$ cat src/hdl/axapb_pkg.sv
package axapb_pkg;

   localparam int QUEUE_DEPTH_DEF = 2;

   localparam int ADDR_W   = 32;
   localparam int WORD_W   = 32;
   localparam int STRB_W   = 4;
   localparam int PROT_W   = 3;
   localparam int TAG_W    = 5;
   localparam int RESP_W   = 2;
   localparam int RDATA_W  = 64;

   localparam int REQ_TDATA_W = 192;
   localparam int RSP_TDATA_W = 144;

   localparam logic [RESP_W-1:0] RESP_OKAY   = 2'd0;
   localparam logic [RESP_W-1:0] RESP_SLVERR = 2'd2;

   localparam logic [2:0] SIZE_WIDE_MIN = 3'd3;
   localparam logic [ADDR_W-1:0] WORD_STEP = 32'd4;

   typedef enum logic [1:0] {
      KIND_ACCESS    = 2'd0,
      KIND_READ_RSP  = 2'd1,
      KIND_WRITE_RSP = 2'd2
   } kind_type;

   typedef enum logic [1:0] {
      MODE_BURST  = 2'd0,
      MODE_WIDE   = 2'd1,
      MODE_NARROW = 2'd2
   } mode_type;

   // one classified request, ready for the sequencer
   typedef struct packed {
      mode_type              mode;
      logic                  is_write;
      logic [ADDR_W-1:0]     addr;
      logic [PROT_W-1:0]     prot;
      logic [TAG_W-1:0]      tag;
      logic                  side;
      logic [WORD_W-1:0]     wdata_first;
      logic [STRB_W-1:0]     strb_first;
      logic [WORD_W-1:0]     wdata_second;
      logic [STRB_W-1:0]     strb_second;
      logic [RDATA_W-1:0]    rdata;
      logic [RESP_W-1:0]     resp;
   } entry_type;

   // one result beat
   typedef struct packed {
      kind_type              kind;
      logic [ADDR_W-1:0]     apb_addr;
      logic                  apb_write;
      logic [WORD_W-1:0]     apb_wdata;
      logic [STRB_W-1:0]     apb_strb;
      logic [PROT_W-1:0]     apb_prot;
      logic [RESP_W-1:0]     resp;
      logic [RDATA_W-1:0]    rdata;
      logic [TAG_W-1:0]      resp_tag;
      logic                  resp_side;
      logic                  last;
   } beat_type;

   // queue handshake between front and back
   typedef struct packed {
      logic full;
      logic empty;
   } qstat_type;

endpackage

$ cat src/hdl/axapb_front.sv
module axapb_front (
   input  logic                                 req_tvalid,
   output logic                                 req_tready,
   input  logic [axapb_pkg::REQ_TDATA_W-1:0]    req_tdata,
   input  logic                                 req_tuser,
   input  axapb_pkg::qstat_type                 qstat,
   output logic                                 push,
   output axapb_pkg::entry_type                 entry
);
   import axapb_pkg::*;

   logic [31:0] addr;
   logic [2:0]  size;
   logic [7:0]  burst_len;
   logic [63:0] wdata;
   logic [7:0]  wstrb;
   logic [31:0] rd_first;
   logic [31:0] rd_second;
   logic [1:0]  slave_err;
   logic        is_write;

   assign addr      = req_tdata[31:0];
   assign size      = req_tdata[34:32];
   assign burst_len = req_tdata[42:35];
   assign wdata     = req_tdata[115:52];
   assign wstrb     = req_tdata[123:116];
   assign rd_first  = req_tdata[155:124];
   assign rd_second = req_tdata[187:156];
   assign slave_err = req_tdata[189:188];
   assign is_write  = req_tuser;

   assign req_tready = !qstat.full;
   assign push       = req_tvalid && !qstat.full;

   always_comb begin
      entry              = '0;
      entry.is_write     = is_write;
      entry.addr         = {addr[31:2], 2'b00};
      entry.prot         = req_tdata[45:43];
      entry.tag          = req_tdata[50:46];
      entry.side         = req_tdata[51];
      if (burst_len != 8'd0) begin
         entry.mode  = MODE_BURST;
         entry.resp  = RESP_SLVERR;
         entry.rdata = is_write ? 64'd0 : '1;
      end else if (size >= SIZE_WIDE_MIN) begin
         entry.mode  = MODE_WIDE;
         entry.resp  = slave_err[1] ? RESP_SLVERR : RESP_OKAY;
         entry.rdata = is_write ? 64'd0 : {rd_second, rd_first};
         if (is_write) begin
            entry.wdata_first  = wdata[31:0];
            entry.strb_first   = wstrb[3:0];
            entry.wdata_second = wdata[63:32];
            entry.strb_second  = wstrb[7:4];
         end
      end else begin
         entry.mode  = MODE_NARROW;
         entry.resp  = slave_err[0] ? RESP_SLVERR : RESP_OKAY;
         entry.rdata = is_write ? 64'd0 : {32'd0, rd_first};
         // address bit 2 picks the lane of the 64-bit write bus
         if (is_write) begin
            entry.wdata_first = addr[2] ? wdata[63:32] : wdata[31:0];
            entry.strb_first  = addr[2] ? wstrb[7:4] : wstrb[3:0];
         end
      end
   end

endmodule

$ cat src/hdl/axapb_queue.sv
module axapb_queue #(
   parameter int DEPTH = axapb_pkg::QUEUE_DEPTH_DEF
) (
   input  logic                  clock,
   input  logic                  reset,
   input  logic                  push,
   input  axapb_pkg::entry_type  push_entry,
   input  logic                  pop,
   output axapb_pkg::entry_type  head,
   output axapb_pkg::qstat_type  qstat
);
   import axapb_pkg::*;

   localparam int PTR_W = $clog2(DEPTH);
   localparam int CNT_W = $clog2(DEPTH + 1);

   entry_type         slots_ff [DEPTH];
   logic [PTR_W-1:0]  wr_ptr_ff, wr_ptr_in;
   logic [PTR_W-1:0]  rd_ptr_ff, rd_ptr_in;
   logic [CNT_W-1:0]  count_ff, count_in;

   function automatic logic [PTR_W-1:0] next_ptr(input logic [PTR_W-1:0] p);
      if (p == PTR_W'(DEPTH - 1)) next_ptr = '0;
      else                        next_ptr = p + 1'b1;
   endfunction

   assign qstat.full  = (count_ff == CNT_W'(DEPTH));
   assign qstat.empty = (count_ff == '0);
   assign head        = slots_ff[rd_ptr_ff];

   always_comb begin
      wr_ptr_in = push ? next_ptr(wr_ptr_ff) : wr_ptr_ff;
      rd_ptr_in = pop  ? next_ptr(rd_ptr_ff) : rd_ptr_ff;
      count_in  = count_ff;
      if (push && !pop)      count_in = count_ff + 1'b1;
      else if (pop && !push) count_in = count_ff - 1'b1;
   end

   always_ff @(posedge clock) begin
      if (reset) begin
         wr_ptr_ff <= '0;
         rd_ptr_ff <= '0;
         count_ff  <= '0;
      end else begin
         wr_ptr_ff <= wr_ptr_in;
         rd_ptr_ff <= rd_ptr_in;
         count_ff  <= count_in;
      end
   end

   always_ff @(posedge clock) begin
      if (push) begin
         slots_ff[wr_ptr_ff] <= push_entry;
      end
   end

   a_count_bound: assert property (@(posedge clock) disable iff (reset)
      count_ff <= CNT_W'(DEPTH))
      else $error("queue count beyond depth");
   a_no_push_full: assert property (@(posedge clock) disable iff (reset)
      qstat.full |-> !push)
      else $error("push into full queue");
   a_no_pop_empty: assert property (@(posedge clock) disable iff (reset)
      qstat.empty |-> !pop)
      else $error("pop from empty queue");

endmodule

$ cat src/hdl/axapb_back.sv
module axapb_back (
   input  logic                                 clock,
   input  logic                                 reset,
   input  axapb_pkg::entry_type                 head,
   input  axapb_pkg::qstat_type                 qstat,
   output logic                                 pop,
   output logic                                 rsp_tvalid,
   input  logic                                 rsp_tready,
   output logic [axapb_pkg::RSP_TDATA_W-1:0]    rsp_tdata,
   output logic [1:0]                           rsp_tuser,
   output logic                                 rsp_tlast
);
   import axapb_pkg::*;

   typedef enum logic [1:0] {
      STEP_FIRST  = 2'd0,
      STEP_SECOND = 2'd1,
      STEP_RESP   = 2'd2
   } step_type;

   step_type  step_ff, step_in;
   logic      out_valid_ff, out_valid_in;
   beat_type  out_ff, out_in;
   logic      head_valid;
   logic      out_free;
   logic      fire;
   logic      is_resp;

   assign head_valid = !qstat.empty;
   assign out_free   = !out_valid_ff || rsp_tready;
   assign fire       = head_valid && out_free;
   assign is_resp    = (step_ff == STEP_RESP) || (head.mode == MODE_BURST);
   assign pop        = fire && is_resp;

   always_comb begin
      out_in = '0;
      if (is_resp) begin
         out_in.kind      = head.is_write ? KIND_WRITE_RSP : KIND_READ_RSP;
         out_in.resp      = head.resp;
         out_in.rdata     = head.rdata;
         out_in.resp_tag  = head.tag;
         out_in.resp_side = head.side;
         out_in.last      = 1'b1;
      end else begin
         out_in.kind      = KIND_ACCESS;
         out_in.apb_write = head.is_write;
         out_in.apb_prot  = head.prot;
         if (step_ff == STEP_SECOND) begin
            // second word wraps at the top of the address space
            out_in.apb_addr  = head.addr + WORD_STEP;
            out_in.apb_wdata = head.wdata_second;
            out_in.apb_strb  = head.strb_second;
         end else begin
            out_in.apb_addr  = head.addr;
            out_in.apb_wdata = head.wdata_first;
            out_in.apb_strb  = head.strb_first;
         end
      end
   end

   always_comb begin
      step_in = step_ff;
      if (fire) begin
         case (step_ff)
            STEP_FIRST: begin
               if (is_resp)                    step_in = STEP_FIRST;
               else if (head.mode == MODE_WIDE) step_in = STEP_SECOND;
               else                            step_in = STEP_RESP;
            end
            STEP_SECOND: step_in = STEP_RESP;
            STEP_RESP:   step_in = STEP_FIRST;
            default:     step_in = STEP_FIRST;
         endcase
      end
      if (fire)            out_valid_in = 1'b1;
      else if (rsp_tready) out_valid_in = 1'b0;
      else                 out_valid_in = out_valid_ff;
   end

   always_ff @(posedge clock) begin
      if (reset) begin
         step_ff      <= STEP_FIRST;
         out_valid_ff <= 1'b0;
      end else begin
         step_ff      <= step_in;
         out_valid_ff <= out_valid_in;
      end
      if (fire) begin
         out_ff <= out_in;
      end
   end

   assign rsp_tvalid = out_valid_ff;
   assign rsp_tuser  = out_ff.kind;
   assign rsp_tlast  = out_ff.last;
   assign rsp_tdata  = {out_ff.resp_side, out_ff.resp_tag, out_ff.rdata, out_ff.resp,
                        out_ff.apb_prot, out_ff.apb_strb, out_ff.apb_wdata,
                        out_ff.apb_write, out_ff.apb_addr};

   a_head_held: assert property (@(posedge clock) disable iff (reset)
      step_ff != STEP_FIRST |-> head_valid)
      else $error("request left queue in mid sequence");
   a_second_wide: assert property (@(posedge clock) disable iff (reset)
      step_ff == STEP_SECOND |-> head.mode == MODE_WIDE)
      else $error("second access on a non-wide request");
   a_access_advances: assert property (@(posedge clock) disable iff (reset)
      fire && !is_resp |=> step_ff != STEP_FIRST)
      else $error("access beat did not advance the sequence");
   a_access_not_last: assert property (@(posedge clock) disable iff (reset)
      out_valid_ff && out_ff.kind == KIND_ACCESS |-> !out_ff.last)
      else $error("apb access beat flagged last");

endmodule

$ cat src/hdl/axi4_to_apb_bridge_top.sv
// axi4 to apb bridge
// req channel: one single-beat axi read or write request per beat, together
//    with the words and error flags the apb slave returns for it.
// rsp channel: the apb access beats the request causes (tuser kind access),
//    then the axi response beat with tlast high. a wide request (size 3 or
//    more) gives two accesses and a response, a narrow one an access and a
//    response, a burst request only an slverr response.
// with the queue empty and the output register free, a taken request beat is
//    first written into the queue, then its first beat into the output register.
// throughput: one rsp beat per cycle while the receiver does not stall, from
//    the sequencer's single output register; three beats per wide request,
//    two per narrow, one per burst; a QUEUE_DEPTH entry queue holds requests.
// reset empties the queue and the output register; no beat is pending after.
// when the receiver stalls the output beat holds, the sequencer waits, and
//    req_tready drops once the queue is full.
module axi4_to_apb_bridge_top #(
   parameter int QUEUE_DEPTH = axapb_pkg::QUEUE_DEPTH_DEF
) (
   input  logic                                 clock,
   input  logic                                 reset,
   input  logic                                 req_tvalid,
   output logic                                 req_tready,
   // addr, size, burst_len, prot, req_tag, req_side, wdata, wstrb,
   // slave_rdata_first, slave_rdata_second, slave_err, zero pad
   input  logic [axapb_pkg::REQ_TDATA_W-1:0]    req_tdata,
   // cmd
   input  logic                                 req_tuser,
   output logic                                 rsp_tvalid,
   input  logic                                 rsp_tready,
   // apb_addr, apb_write, apb_wdata, apb_strb, apb_prot, resp, rdata,
   // resp_tag, resp_side
   output logic [axapb_pkg::RSP_TDATA_W-1:0]    rsp_tdata,
   // kind
   output logic [1:0]                           rsp_tuser,
   output logic                                 rsp_tlast
);
   import axapb_pkg::*;

   entry_type  push_entry;
   entry_type  head;
   qstat_type  qstat;
   logic       push;
   logic       pop;

   axapb_front u_front (
      .req_tvalid (req_tvalid),
      .req_tready (req_tready),
      .req_tdata  (req_tdata),
      .req_tuser  (req_tuser),
      .qstat      (qstat),
      .push       (push),
      .entry      (push_entry)
   );

   axapb_queue #(
      .DEPTH (QUEUE_DEPTH)
   ) u_queue (
      .clock      (clock),
      .reset      (reset),
      .push       (push),
      .push_entry (push_entry),
      .pop        (pop),
      .head       (head),
      .qstat      (qstat)
   );

   axapb_back u_back (
      .clock      (clock),
      .reset      (reset),
      .head       (head),
      .qstat      (qstat),
      .pop        (pop),
      .rsp_tvalid (rsp_tvalid),
      .rsp_tready (rsp_tready),
      .rsp_tdata  (rsp_tdata),
      .rsp_tuser  (rsp_tuser),
      .rsp_tlast  (rsp_tlast)
   );

endmodule

$ cat config.mk
export PLATFORM = sky130hd
export DESIGN_NAME = axi4_to_apb_bridge_top
export DESIGN_NICKNAME = d
export VERILOG_FILES = /design/src/hdl/axapb_pkg.sv /design/src/hdl/axapb_front.sv /design/src/hdl/axapb_queue.sv /design/src/hdl/axapb_back.sv /design/src/hdl/axi4_to_apb_bridge_top.sv
export SDC_FILE = /design/constraint.sdc
export NUM_CORES = 1
export LEC_CHECK = 0
export ABC_AREA = 0
export ABC_CLOCK_PERIOD_IN_PS = 11550
export BUFFER_PORTS_ARGS = -buffer_cell sky130_fd_sc_hd__buf_4
export CAP_MARGIN = 20
export CELL_PAD_IN_SITES_DETAIL_PLACEMENT = 0
export CELL_PAD_IN_SITES_GLOBAL_PLACEMENT = 1
export CORE_MARGIN = 3
export CORE_UTILIZATION = 30
export CTS_BUF_LIST = sky130_fd_sc_hd__clkbuf_4
export DETAILED_ROUTE_END_ITERATION = 7
export PLACE_DENSITY = 0.55
export SKIP_CTS_REPAIR_TIMING = 1
export SLEW_MARGIN = 20
export SYNTH_ARGS = -nofsm -noshare
export SYNTH_HDL_FRONTEND = slang
export SYNTH_HIERARCHICAL = 1
export SYNTH_SLANG_ARGS = --single-unit
$ cat constraint.sdc
create_clock -name clock -period 11.55 [get_ports clock]
set_input_delay 2.31 -clock clock [delete_from_list [all_inputs] [get_ports clock]]
set_output_delay 2.31 -clock clock [all_outputs]
set_load 0.1 [all_outputs]
==> results.json <==
{
  "synth-edff-count": 511,
  "hpwl_um": 34300,
  "synth.cell_area_mm2": 0.0218,
  "drt_wl_total_um": 59200,
  "via_count": 13416,
  "grt_first_pass_wirelength_um": 86500,
  "status": "finished clean",
  "final_common_cell": "edfxtp_1",
  "maxSlewViolCount": 0,
  "rrSetupSlack_ns": 6.95,
  "crit_type": "flip-flop to flip-flop",
  "ant_nets": 0,
  "place_area_mm2": 0.0249,
  "finalSetupViolations": 0,
  "num-nets-final": 2054,
  "cts_tree": "done",
  "drive_gt1_frac": 0.407,
  "met1_usage": 0.183,
  "cts.clk_slew.worst_paths_ns": 0.06,
  "rows": 98,
  "relSlewSlack": 0.304,
  "die_area_mm2": 0.0760,
  "ys_async_sr_fraction": 0,
  "clock_latency_ns": 0.91,
  "met3_usage": 0.0605,
  "synthDistinctLibCells": 45,
  "grt-busiest-layer": "met2",
  "reg2regPathDepth": 10,
  "gr-total-overflow": 0,
  "dieHeight_um": 276,
  "cts_sinks": 519,
  "ys_ff_latch": 519,
  "r2r_end": "u_queue/count_ff[1]",
  "syn_to_final_growth_pct": 22.7,
  "cp-end-kind": "flip-flop",
  "pre_cts_slack_ns": 6.01,
  "holdPathEnd": "u_queue/count_ff[1]",
  "hold_path.startpoint": "u_queue/count_ff[1]",
  "startpoint_type": "flip-flop",
  "fp.dieW_um": 276,
  "grt.total_usage": 0.154,
  "max_slew.worst_pin.slew_ns": 1.04,
  "clock_path_buffers": 3,
  "cp.required_ns": 12.37,
  "io_buffers": 341,
  "io-pin-count": 346,
  "coreArea_mm2": 0.0717,
  "synth_ff_type": "edfxtp_1",
  "cap_violations": 0,
  "fmax_ghz": 0.217,
  "synth_area_per_cell_um2": 14.8,
  "dr.pass1.iters": 5,
  "grt_max_degree": 72,
  "holdCritPathClass": "flip-flop to flip-flop",
  "cts-buffers-inserted": 147,
  "final_cell_mix": "511 x edfxtp_1, 360 x buf_4, 225 x clkbuf_4",
  "root_buffer": "clkbuf_4",
  "synth_seq_area_share": 0.711,
  "grt_pass1_vias": 14409,
  "fin_crit_sh": 0.398,
  "arrival_ns": 5.42,
  "fin_skew_ns": 0.0548,
  "initial_core_util": 0.304,
  "wl_per_cell_um": 20.3,
  "cts_htree_levels": 4,
  "min_period_ns": 4.60,
  "min_path_cells": 2,
  "dr.first_iter.drc_count": 634,
  "rsz0062_at_grt": "no",
  "netlist_instances": 1473,
  "met2_usage": 0.251,
  "routed_via_density": 4.60,
  "drcViolationCount": 0,
  "yosysWarningCount": 6,
  "antenna_found_initial": 10,
  "cp_max_fo": 60,
  "gp_congestion": 0.747,
  "finalHoldViolations": 0,
  "fin_ws_ns": 6.95,
  "stdcell_area_mm2": 0.0268,
  "fin_tns_setup_ns": 0
}
layout make-up:
cell class                      count  area, µm²
Clock buffer                      225       1690
Multi-Input combinational cell    783       5320
Tap cell                          950       1190
Clock inverter                     28        149
Timing Repair Buffer              361       2720
Fill cell                        7014      45000
Inverter                           43        164
Antenna cell                        6       15.0
Sequential cell                   519      15500
cell usage after synthesis, types with 3 or more instances:
| cell type | n | share of area |
|---|---|---|
| dfxtp_1 | 8 | 0.0073 |
| clkbuf_1 | 49 | 0.0084 |
| mux2_2 | 182 | 0.094 |
| o31ai_1 | 12 | 0.0041 |
| buf_2 | 4 | 0.00092 |
| nor2b_1 | 3 | 0.00086 |
| xnor2_1 | 8 | 0.0032 |
| edfxtp_1 | 511 | 0.70 |
| nand2_1 | 122 | 0.021 |
| o21ai_0 | 44 | 0.010 |
| or3_1 | 7 | 0.0020 |
| nor2_1 | 23 | 0.0040 |
| buf_6 | 24 | 0.012 |
| buf_4 | 50 | 0.017 |
| inv_1 | 43 | 0.0074 |
| and2_1 | 118 | 0.034 |
| and4_1 | 3 | 0.0012 |
| xor2_1 | 6 | 0.0024 |
| nand4_1 | 9 | 0.0026 |
| or4_1 | 14 | 0.0048 |
| nand3_1 | 43 | 0.0099 |
| a21oi_1 | 161 | 0.037 |
critical path, stage by stage (launching register included):
cell     delay, ns
dfxtp_4       0.93
buf_4         0.87
mux2_2        0.33
nor2_1        0.05
a21oi_1       0.63
inv_4         0.38
and2_1        0.31
inv_1         0.06
ha_1          0.26
or3_1         0.37
a21oi_1       0.15
state kept, by name (all words and copies together) (netlist names), named ones only:
signal / count
u_queue/count_ff: 2
u_queue/rd_ptr_ff: 1
u_back/rsp_tuser: 2
u_back/rsp_tvalid: 1
u_back/rsp_tdata: 144
u_queue/wr_ptr_ff: 1
u_back/rsp_tlast: 1
u_queue/slots_ff: 364
u_back/step_ff: 2
logic make-up (layout without fill, tap and decap cells):
group / after synthesis / after routing / synth area share
multiplexers: 183 / 183 / 0.0944
other: 1 / 9 / 0.000172
AND/OR/NAND/NOR: 362 / 362 / 0.0887
adder cells (fa/ha/maj): 2 / 2 / 0.00115
XOR/XNOR: 14 / 14 / 0.00562
buffers and inverters: 173 / 657 / 0.0469
AO/OA/AOI/OAI: 219 / 219 / 0.0519
flip-flops: 519 / 519 / 0.711
through the flow:
step,std cells,hold slack [ns],util
after floorplan,1475,0.461,-
final,2915,0.508,0.373
after global placement,2655,0.481,0.347
after CTS,2909,0.514,0.373
after detailed placement,2656,0.501,0.347
after global routing,2911,0.543,0.373
worst max-delay path by stage:
stage	slack [ns]	to	cells after the start	startpoint
3_5_place_dp	6.01	u_queue/slots_ff[0][114]	5	req_tvalid
5_1_grt	6.63	u_queue/count_ff[1]	10	flip-flop
3_3_place_gp	6.04	u_queue/slots_ff[0][111]	5	req_tvalid
2_1_floorplan	0.23	u_queue/slots_ff[0][0]	2	req_tvalid
4_1_cts	6.92	u_queue/count_ff[1]	10	flip-flop
6_report	6.95	u_queue/count_ff[1]	10	flip-flop
per-layer routing:
layer / vias up / share of wire
met1: 6626 / 0.41
met5: - / 0.0014
met2: 408 / 0.48
met3: 121 / 0.083
li1: 6251 / -
met4: 10 / 0.023
Power is not shown: default switching activity piles up to over one toggle a cycle in this logic, so the estimate is an artifact.
